<file path="config.mk">
export PLATFORM = sky130hd
export DESIGN_NAME = fit_policy_block_allocator_core
export DESIGN_NICKNAME = d
export VERILOG_FILES = /design/src/fab_pkg.sv /design/src/fab_cell.sv /design/src/fit_policy_block_allocator_core.sv
export SDC_FILE = /design/constraint.sdc
export NUM_CORES = 1
export LEC_CHECK = 0
export BUFFER_PORTS_ARGS = -buffer_cell sky130_fd_sc_hd__buf_4
export CAP_MARGIN = 20
export CORE_MARGIN = 2
export CORE_UTILIZATION = 40
export DETAILED_ROUTE_END_ITERATION = 8
export PLACE_DENSITY_LB_ADDON = 0.15
export SLEW_MARGIN = 20
export SYNTH_ARGS = -nofsm -noshare
export SYNTH_HDL_FRONTEND = slang
export SYNTH_SLANG_ARGS = --single-unit
</file>
<file path="constraint.sdc">
create_clock -name clk -period 3.57 [get_ports clk]
set_input_delay 0.714 -clock clk [delete_from_list [all_inputs] [get_ports clk]]
set_output_delay 0.714 -clock clk [all_outputs]
set_load 0.05 [all_outputs]
</file>
<file path="src/fab_pkg.sv">
`timescale 1ns / 1ps
// Package for the fit-policy block allocator: payload structs, policy and
// request codes, register indexes, FSM states and the cell interface types.
package fab_pkg;

  // Request kinds carried in req_type.
  localparam logic REQ_LOAD  = 1'b0;
  localparam logic REQ_ALLOC = 1'b1;

  // Configuration register indexes.
  localparam logic REG_FIT_POLICY    = 1'b0;
  localparam logic REG_BLOCKS_IN_USE = 1'b1;

  // Fit policies; the unused code behaves as first fit.
  typedef enum logic [1:0] {
    FIT_FIRST = 2'd0,
    FIT_BEST  = 2'd1,
    FIT_WORST = 2'd2
  } fab_policy_t;

  localparam logic [1:0] POLICY_RESET = 2'd0;
  localparam logic [3:0] BLOCKS_RESET = 4'd8;

  typedef struct packed {
    logic        req_type;
    logic [2:0]  block_index;
    logic [15:0] amount;
  } fab_in_t;

  typedef struct packed {
    logic        granted;
    logic [2:0]  block_chosen;
    logic [15:0] remaining_after;
  } fab_out_t;

  // Control part of the search token that walks down the cell chain.
  typedef struct packed {
    logic valid;
    logic found;
  } fab_tok_t;

  // Per-cell controls driven by the top level.
  typedef struct packed {
    logic in_use;
    logic load_en;
    logic sub_en;
  } fab_cell_ctl_t;

  typedef enum logic [1:0] {
    ST_IDLE,
    ST_SCAN,
    ST_DONE
  } fab_state_t;

endpackage

</file>
<file path="src/fab_cell.sv">
`timescale 1ns / 1ps
// One cell of the allocator chain: holds one block's remaining capacity and
// updates the passing search token. Depends on fab_pkg.
module fab_cell #(
  parameter int SIZE_BITS = 16,
  parameter int IDX_W     = 3,
  parameter int CMP_W     = 16,
  parameter int CELL_IDX  = 0
) (
  input  logic                  clk,
  input  logic                  rst_n,
  input  fab_pkg::fab_cell_ctl_t ctl_i,
  input  logic [1:0]            policy_i,
  input  logic [CMP_W-1:0]      amt_i,
  input  logic [SIZE_BITS-1:0]  load_val_i,
  input  logic [SIZE_BITS-1:0]  sub_amt_i,
  input  fab_pkg::fab_tok_t     tok_i,
  input  logic [SIZE_BITS-1:0]  cap_i,
  input  logic [IDX_W-1:0]      idx_i,
  output fab_pkg::fab_tok_t     tok_o,
  output logic [SIZE_BITS-1:0]  cap_o,
  output logic [IDX_W-1:0]      idx_o
);
  import fab_pkg::*;

  logic [SIZE_BITS-1:0] cap_r, cap_nxt;
  fab_tok_t             tok_r, tok_nxt;
  logic [SIZE_BITS-1:0] best_cap_r, best_cap_nxt;
  logic [IDX_W-1:0]     best_idx_r, best_idx_nxt;
  logic                 fits;
  logic                 take;

  always_comb begin
    fits = ctl_i.in_use && (CMP_W'(cap_r) >= amt_i);
    take = fits && (!tok_i.found ||
                    (policy_i == FIT_BEST  && cap_r < cap_i) ||
                    (policy_i == FIT_WORST && cap_r > cap_i));
    tok_nxt.valid = tok_i.valid;
    tok_nxt.found = tok_i.found || (tok_i.valid && fits);
    if (tok_i.valid && take) begin
      best_cap_nxt = cap_r;
      best_idx_nxt = IDX_W'(CELL_IDX);
    end else begin
      best_cap_nxt = cap_i;
      best_idx_nxt = idx_i;
    end
    if (ctl_i.load_en) begin
      cap_nxt = load_val_i;
    end else if (ctl_i.sub_en) begin
      cap_nxt = cap_r - sub_amt_i;
    end else begin
      cap_nxt = cap_r;
    end
  end

  always_ff @(posedge clk) begin
    if (!rst_n) begin
      cap_r <= '0;
      tok_r <= '0;
    end else begin
      cap_r <= cap_nxt;
      tok_r <= tok_nxt;
    end
  end

  always_ff @(posedge clk) begin
    best_cap_r <= best_cap_nxt;
    best_idx_r <= best_idx_nxt;
  end

  assign tok_o = tok_r;
  assign cap_o = best_cap_r;
  assign idx_o = best_idx_r;

endmodule

</file>
<file path="src/fit_policy_block_allocator_core.sv">
`timescale 1ns / 1ps
// Fit-policy block allocator: a load item writes the addressed cell when taken;
// an allocate item sends a search token stepping through one capacity cell per
// cycle. Either result then passes the result and output registers. One item is
// in work at a time: no new item is taken until the last result is in the output
// register. Synchronous active-low reset clears all capacities to zero, the policy
// to first fit and blocks_in_use to 8. Depends on fab_pkg and fab_cell.
module fit_policy_block_allocator_core #(
  parameter int NUM_BLOCKS = 8,
  parameter int SIZE_BITS  = 16
) (
  input  logic             clk,
  input  logic             rst_n,
  input  logic             in_valid,
  output logic             in_ready,
  input  fab_pkg::fab_in_t  in_data,
  output logic             out_valid,
  input  logic             out_ready,
  output fab_pkg::fab_out_t out_data,
  input  logic             cfg_we,
  input  logic             cfg_addr,
  input  logic [3:0]       cfg_wdata
);
  import fab_pkg::*;

  localparam int IDX_W = (NUM_BLOCKS > 1) ? $clog2(NUM_BLOCKS) : 1;
  localparam int CMP_W = (SIZE_BITS > 16) ? SIZE_BITS : 16;

  // Configuration registers.
  logic [1:0] policy_r;
  logic [3:0] blocks_r;

  // Control and datapath registers.
  fab_state_t       state_r, state_nxt;
  logic             start_r;
  logic [CMP_W-1:0] amt_r;
  fab_out_t         res_r, res_nxt;
  logic             out_valid_r;
  fab_out_t         out_data_r;

  // Decoded control.
  logic ld_go;
  logic alloc_go;
  logic scan_end;
  logic commit;
  logic res_load;
  logic out_load;

  // The chain: entry j feeds cell j, entry NUM_BLOCKS is the last cell's output.
  fab_tok_t             tok   [NUM_BLOCKS+1];
  logic [SIZE_BITS-1:0] cap_ch[NUM_BLOCKS+1];
  logic [IDX_W-1:0]     idx_ch[NUM_BLOCKS+1];
  fab_cell_ctl_t        ctl   [NUM_BLOCKS];
  logic [NUM_BLOCKS-1:0] chain_valid;

  logic [SIZE_BITS-1:0] load_val;
  logic [SIZE_BITS-1:0] sub_amt;
  logic                 ld_in_range;
  logic [CMP_W-1:0]     left_after;

  // The user must issue configuration writes only while the block is idle; the block itself does not enforce this.
  always_ff @(posedge clk) begin
    if (!rst_n) begin
      policy_r <= POLICY_RESET;
      blocks_r <= BLOCKS_RESET;
    end else if (cfg_we) begin
      unique case (cfg_addr)
        REG_FIT_POLICY:    policy_r <= cfg_wdata[1:0];
        REG_BLOCKS_IN_USE: blocks_r <= cfg_wdata;
        default:           ;
      endcase
    end
  end

  // Next-state logic.
  always_comb begin
    state_nxt = state_r;
    unique case (state_r)
      ST_IDLE: begin
        if (in_valid) begin
          state_nxt = (in_data.req_type == REQ_ALLOC) ? ST_SCAN : ST_DONE;
        end
      end
      ST_SCAN: begin
        if (tok[NUM_BLOCKS].valid) begin
          state_nxt = ST_DONE;
        end
      end
      ST_DONE: begin
        if (!out_valid_r || out_ready) begin
          state_nxt = ST_IDLE;
        end
      end
      default: state_nxt = ST_IDLE;
    endcase
  end

  // Output decode of the state machine.
  always_comb begin
    in_ready = 1'b0;
    ld_go    = 1'b0;
    alloc_go = 1'b0;
    scan_end = 1'b0;
    out_load = 1'b0;
    unique case (state_r)
      ST_IDLE: begin
        in_ready = 1'b1;
        ld_go    = in_valid && (in_data.req_type == REQ_LOAD);
        alloc_go = in_valid && (in_data.req_type == REQ_ALLOC);
      end
      ST_SCAN: scan_end = tok[NUM_BLOCKS].valid;
      ST_DONE: out_load = !out_valid_r || out_ready;
      default: ;
    endcase
  end

  assign commit   = scan_end && tok[NUM_BLOCKS].found;
  assign res_load = ld_go || scan_end;

  // A load writes its masked amount straight into the addressed cell; block
  // indexes beyond the table are refused.
  assign load_val    = SIZE_BITS'(in_data.amount);
  assign ld_in_range = (32'(in_data.block_index) < NUM_BLOCKS);
  assign sub_amt     = SIZE_BITS'(amt_r);
  assign left_after  = CMP_W'(cap_ch[NUM_BLOCKS]) - amt_r;

  always_comb begin
    res_nxt = '0;
    if (ld_go) begin
      if (ld_in_range) begin
        res_nxt.granted         = 1'b1;
        res_nxt.block_chosen    = in_data.block_index;
        res_nxt.remaining_after = 16'(load_val);
      end
    end else if (commit) begin
      res_nxt.granted         = 1'b1;
      res_nxt.block_chosen    = 3'(idx_ch[NUM_BLOCKS]);
      res_nxt.remaining_after = 16'(left_after);
    end
  end

  always_ff @(posedge clk) begin
    if (!rst_n) begin
      state_r     <= ST_IDLE;
      start_r     <= 1'b0;
      out_valid_r <= 1'b0;
    end else begin
      state_r <= state_nxt;
      start_r <= alloc_go;
      if (out_load) begin
        out_valid_r <= 1'b1;
      end else if (out_ready) begin
        out_valid_r <= 1'b0;
      end
    end
  end

  always_ff @(posedge clk) begin
    if (alloc_go) begin
      amt_r <= CMP_W'(in_data.amount);
    end
    if (res_load) begin
      res_r <= res_nxt;
    end
    if (out_load) begin
      out_data_r <= res_r;
    end
  end

  assign out_valid = out_valid_r;
  assign out_data  = out_data_r;

  // The token enters cell 0 in the cycle after the allocate item is taken.
  assign tok[0].valid = start_r;
  assign tok[0].found = 1'b0;
  assign cap_ch[0]    = '0;
  assign idx_ch[0]    = '0;

  for (genvar j = 0; j < NUM_BLOCKS; j++) begin : g_cell
    assign ctl[j].in_use  = (j < 32'(blocks_r));
    assign ctl[j].load_en = ld_go && ld_in_range && (32'(in_data.block_index) == j);
    assign ctl[j].sub_en  = commit && (32'(idx_ch[NUM_BLOCKS]) == j);
    assign chain_valid[j] = tok[j+1].valid;

    fab_cell #(
      .SIZE_BITS(SIZE_BITS),
      .IDX_W    (IDX_W),
      .CMP_W    (CMP_W),
      .CELL_IDX (j)
    ) u_cell (
      .clk       (clk),
      .rst_n     (rst_n),
      .ctl_i     (ctl[j]),
      .policy_i  (policy_r),
      .amt_i     (amt_r),
      .load_val_i(load_val),
      .sub_amt_i (sub_amt),
      .tok_i     (tok[j]),
      .cap_i     (cap_ch[j]),
      .idx_i     (idx_ch[j]),
      .tok_o     (tok[j+1]),
      .cap_o     (cap_ch[j+1]),
      .idx_o     (idx_ch[j+1])
    );
  end

`ifndef SYNTHESIS
  // Only one search token can be in the chain at a time.
  a_one_token: assert property (@(posedge clk) disable iff (!rst_n)
    $onehot0(chain_valid))
    else $error("more than one search token in the cell chain");

  // No token walks the chain while the block waits for a new item.
  a_idle_empty: assert property (@(posedge clk) disable iff (!rst_n)
    (state_r == ST_IDLE) |-> (chain_valid == '0))
    else $error("search token present while idle");

  // A block picked by the search really fits the request.
  a_pick_fits: assert property (@(posedge clk) disable iff (!rst_n)
    commit |-> (CMP_W'(cap_ch[NUM_BLOCKS]) >= amt_r))
    else $error("chosen block is smaller than the request");

  // A refused item reports block zero and nothing left.
  a_refusal_zero: assert property (@(posedge clk) disable iff (!rst_n)
    (state_r == ST_DONE && !res_r.granted) |->
      (res_r.block_chosen == 3'd0 && res_r.remaining_after == 16'd0))
    else $error("refused result carries a nonzero block or capacity");
`endif

endmodule
</file>
==> metrics.md <==
| Metric | Value |
|---|---|
| Status | finished, final reports clean |
| Hold endpoint | policy_r[0] |
| Final #Nets | about 2900 |
| R2R cell count | 12 |
| Avg Cell Area, Syn | 8.913 sq um |
| Tmin final | 3.530 ns |
| Hold Crit Start | cfg_wdata[0] |
| Die ar. | 56880 sq um |
| Clock Pin Slew Worst Setup and Hold Paths | 0.06 ns |
| Worst-path fanout max | 17 |
| Placed Area | 23510 sq um |
| I/O pin total | 52 |
| Drt wl/cell | 23.92 um |
| Leak Pwr | about 10 nW |
| Placeable Area | ~54000 sq um |
| Worst setup EP type | register |
| CTS Buffer Depth | 3 |
| Syn-to-layout area delta | 13.70% |
| Vias in the first global route | 18490 |
| Placer Congestion | 0.9063 |
| Share of layout cells above drive strength 1 | 0.1363 |
| Slew HR | 0.3324 |
| First-pass GRT wire length | 117.3 mm |
| Total Wirelength | 78.59 mm |
| Die width | 238.5 um |
| Clk_lat worst skew | 0.58 ns |
| Setup WS post-layout | 0.03977 ns |
| DRT antenna net count | 0 |
| CTS Buf Count | 43 |
| Pins Over Slew Limit | 0 |
| Clock Skew | 0.02956 ns |
| Fmax | between 200 and 300 MHz |
| Kind of cell adding the most delay to the critical path | compound AO/OA/AOI/OAI gates |
| Yosys top cell area share | 0.2721 |
| Syn_nets | 2762 |
| Asr flop ratio synth | 0 |
| Main flop type after synthesis | dfxtp_1 |
| All-Layer GR Usage | 0.2748 |
| CP bufs+invs | 2 |
| Root Driver | clkbuf_16 |
| Startpoint types | register |
| Post-DP HPWL | around 58 mm |
| Peak supply drop | ~0.33 mV |
| CP Class | register to register |
| Commonest cells in the netlist | dfxtp_1 (299), ha_1 (255), nand2_1 (197) |
| Top post-synthesis cells by area | dfxtp_1 (27%), ha_1 (15%), edfxtp_1 (7.6%) |
| Critical Path AT | 3.97 ns |
| Residual DRC | 0 |
| #FFs+latches synth | 355 |
| H-tree Lvls | 2 |
| Final setup fails | 0 |
| Yosys warns | 0 |
| CTS tree | yes |
| Slack of the worst reg-to-reg path | 0.04 ns |
| Hold Crit Class | input port to register |
| DRT iter0 DRCs | 1632 |
| # clock sinks | 355 |
| Fillers | 5187 |
| Count leader, synth | dfxtp_1 |
| Port bufs | 51 |
| Req. time, crit path | 4.01 ns |
| Cell Pwr Density | 375.1 nW/um^2 |
| Hold slack | 0.3859 ns |
| Total power draw | 9.382 mW |
| Worst Setup SP | amt_r[0] |
| First-pass DRT Iterations | 5 |
| Mapped Cells | 2468 |
| DIE HEIGHT | 238.5 um |
| Largest net degree at the start of global routing | 48 |
| Max cap viols | 0 |
| Rows | 85 |
| Post-synthesis cell area | 22000 sq um |
| Worst R2R Start | amt_r[0] |
| Vias/cell | 5.868 |
| Initial antenna violation count | 4 |
| Max incr delay on CP | 0.42 ns |
| Post-synth EDFFs | between 50 and 60 |
| Hold Path Stages | 3 |
| Vias | 19280 |
| End of the worst register-to-register path | g_cell[1].u_cell.cap_o[12] |
| Worst-Margin Slew | 0.9978 ns |
| Finished layout cell area | between 20000 and 30000 sq um |
| Fin. Hold Viols | 0 |
| Post-synthesis sequential area ratio | 0.3486 |
| DP Worst Slack | 0.04101 ns |
| Leading area contributor after synthesis | dfxtp_1 |
| Critical-path cell list | buf_4 > ha_1 > fa_1 > nor2b_1 > o21ai_0 > a31oi_1 > o21ai_0 > a21oi_1 > o31ai_1 > a311oi_2 > buf_4 > mux2_2 |
| Slowest cell on the critical path | edfxtp_1 |
| Tcrit/Tclk final | 0.9889 |
| Initial Util | 0.4064 |
| Cell variety after synth | 77 |
| Global route overflow | 0 |
## tightest hold or removal path, stage by stage
cell,delay (ns)
buf_4,0.08
mux2i_1,0.05
nor2_1,0.08
## sequential cells by signal (all words and copies together), names as in the netlist, 4 cells and up
register and count:
amt_r 16, out_data 20, blocks_r 4, g_cell.u_cell.idx_o 17
g_cell.u_cell.cap_r 128, g_cell.u_cell.tok_o 16, g_cell.u_cell.cap_o 128, res_r 20
## cell usage in the layout, fill, tap and decap left out, types with 12 or more instances in the layout
cell / count
nand3_1: 32
o21a_1: 21
a21o_1: 59
nor4_1: 17
a21oi_1: 190
buf_4: 130
inv_1: 172
mux2_2: 105
mux2i_1: 13
a31oi_1: 19
xor2_1: 53
dfxtp_1: 299
nand2_1: 197
and2_1: 30
ha_1: 255
clkbuf_1: 13
clkbuf_16: 44
o21ai_0: 146
a211oi_1: 12
a22oi_1: 53
nor2b_1: 54
o22ai_1: 30
nand4_1: 43
a221oi_1: 51
and3_1: 12
nand2b_1: 27
nor2_1: 182
xnor2_1: 46
edfxtp_1: 56
nor3_1: 31
## cells by family (layout without fill, tap and decap cells)
| family | count (synthesis) | in the layout | synth area share |
|---|---|---|---|
| other | 0 | 1 | 0 |
| xor gates and xnor gates | 99 | 99 | 0.03942 |
| AOI/OAI and AO/OA | 684 | 684 | 0.1993 |
| buffers and inverters | 266 | 387 | 0.04766 |
| adders and majority gates | 264 | 264 | 0.1532 |
| muxes | 124 | 124 | 0.06376 |
| and+or+nand+nor | 676 | 676 | 0.1481 |
| DFF | 355 | 355 | 0.3486 |
## final cells by class
cell class	count	area, sq um	area share
multi-input cells	1847	13380	0.5350
flip-flops and latches	355	7667	0.3066
clock inverters	12	100.1	0.004002
inverters	175	666.9	0.02666
clock buffers	66	1274	0.05093
repair buffers	134	1047	0.04187
well taps	696	870.8	0.03482
diodes	1	2.502	0.0001001
## routing by layer
metal | vias to the layer above | wire length (um) | track usage
met1 | 9306 | 34260 | 0.3614
met4 | 0 | 2956 | 0.1081
met2 | 685 | 36520 | 0.4555
met5 | - | 0 | 0
li1 | 9142 | - | -
met3 | 149 | 4855 | 0.03880
## power by group
part | internal, mW | switching (mW)
registers | 4.12 | 0.0416
clock network | 2.53 | 1.79
logic | 0.311 | 0.593
total | 6.96 | 2.43
## stage by stage
| stage | utilization | instances | setup TNS, ns |
|---|---|---|---|
| after global placement | 0.4343 | 3203 | 0 |
| after CTS | 0.4598 | 3281 | 0 |
| final | 0.4620 | 3286 | 0 |
| after detailed placement | 0.4343 | 3203 | 0 |
| after floorplan | - | 2468 | 0 |
| after global routing | 0.4620 | 3285 | -0.0004667 |
## how the worst max path moves through the flow
stage                     slack (ns)                          to  cells after the start
after global routing         -0.0005  g_cell[6].u_cell.cap_o[13]                     12
after floorplan                 0.39  g_cell[6].u_cell.cap_o[10]                     12
after global placement          0.21  g_cell[1].u_cell.cap_o[12]                     12
final                           0.04  g_cell[1].u_cell.cap_o[12]                     12
after detailed placement        0.04  g_cell[3].u_cell.cap_o[10]                     11
after CTS                       0.02   g_cell[7].u_cell.cap_o[7]                     10
## repair_timing
| action | in CTS | in global routing |
|---|---|---|
| hold buffers | 0 | 0 |
| buffers inserted | 0 | 4 |
| endpoints found under the setup margin | 4 | 83 |
| gates resized for setup | 1 | 10 |
| gates cloned | 0 | 0 |
(Power assumes the default switching activity.)
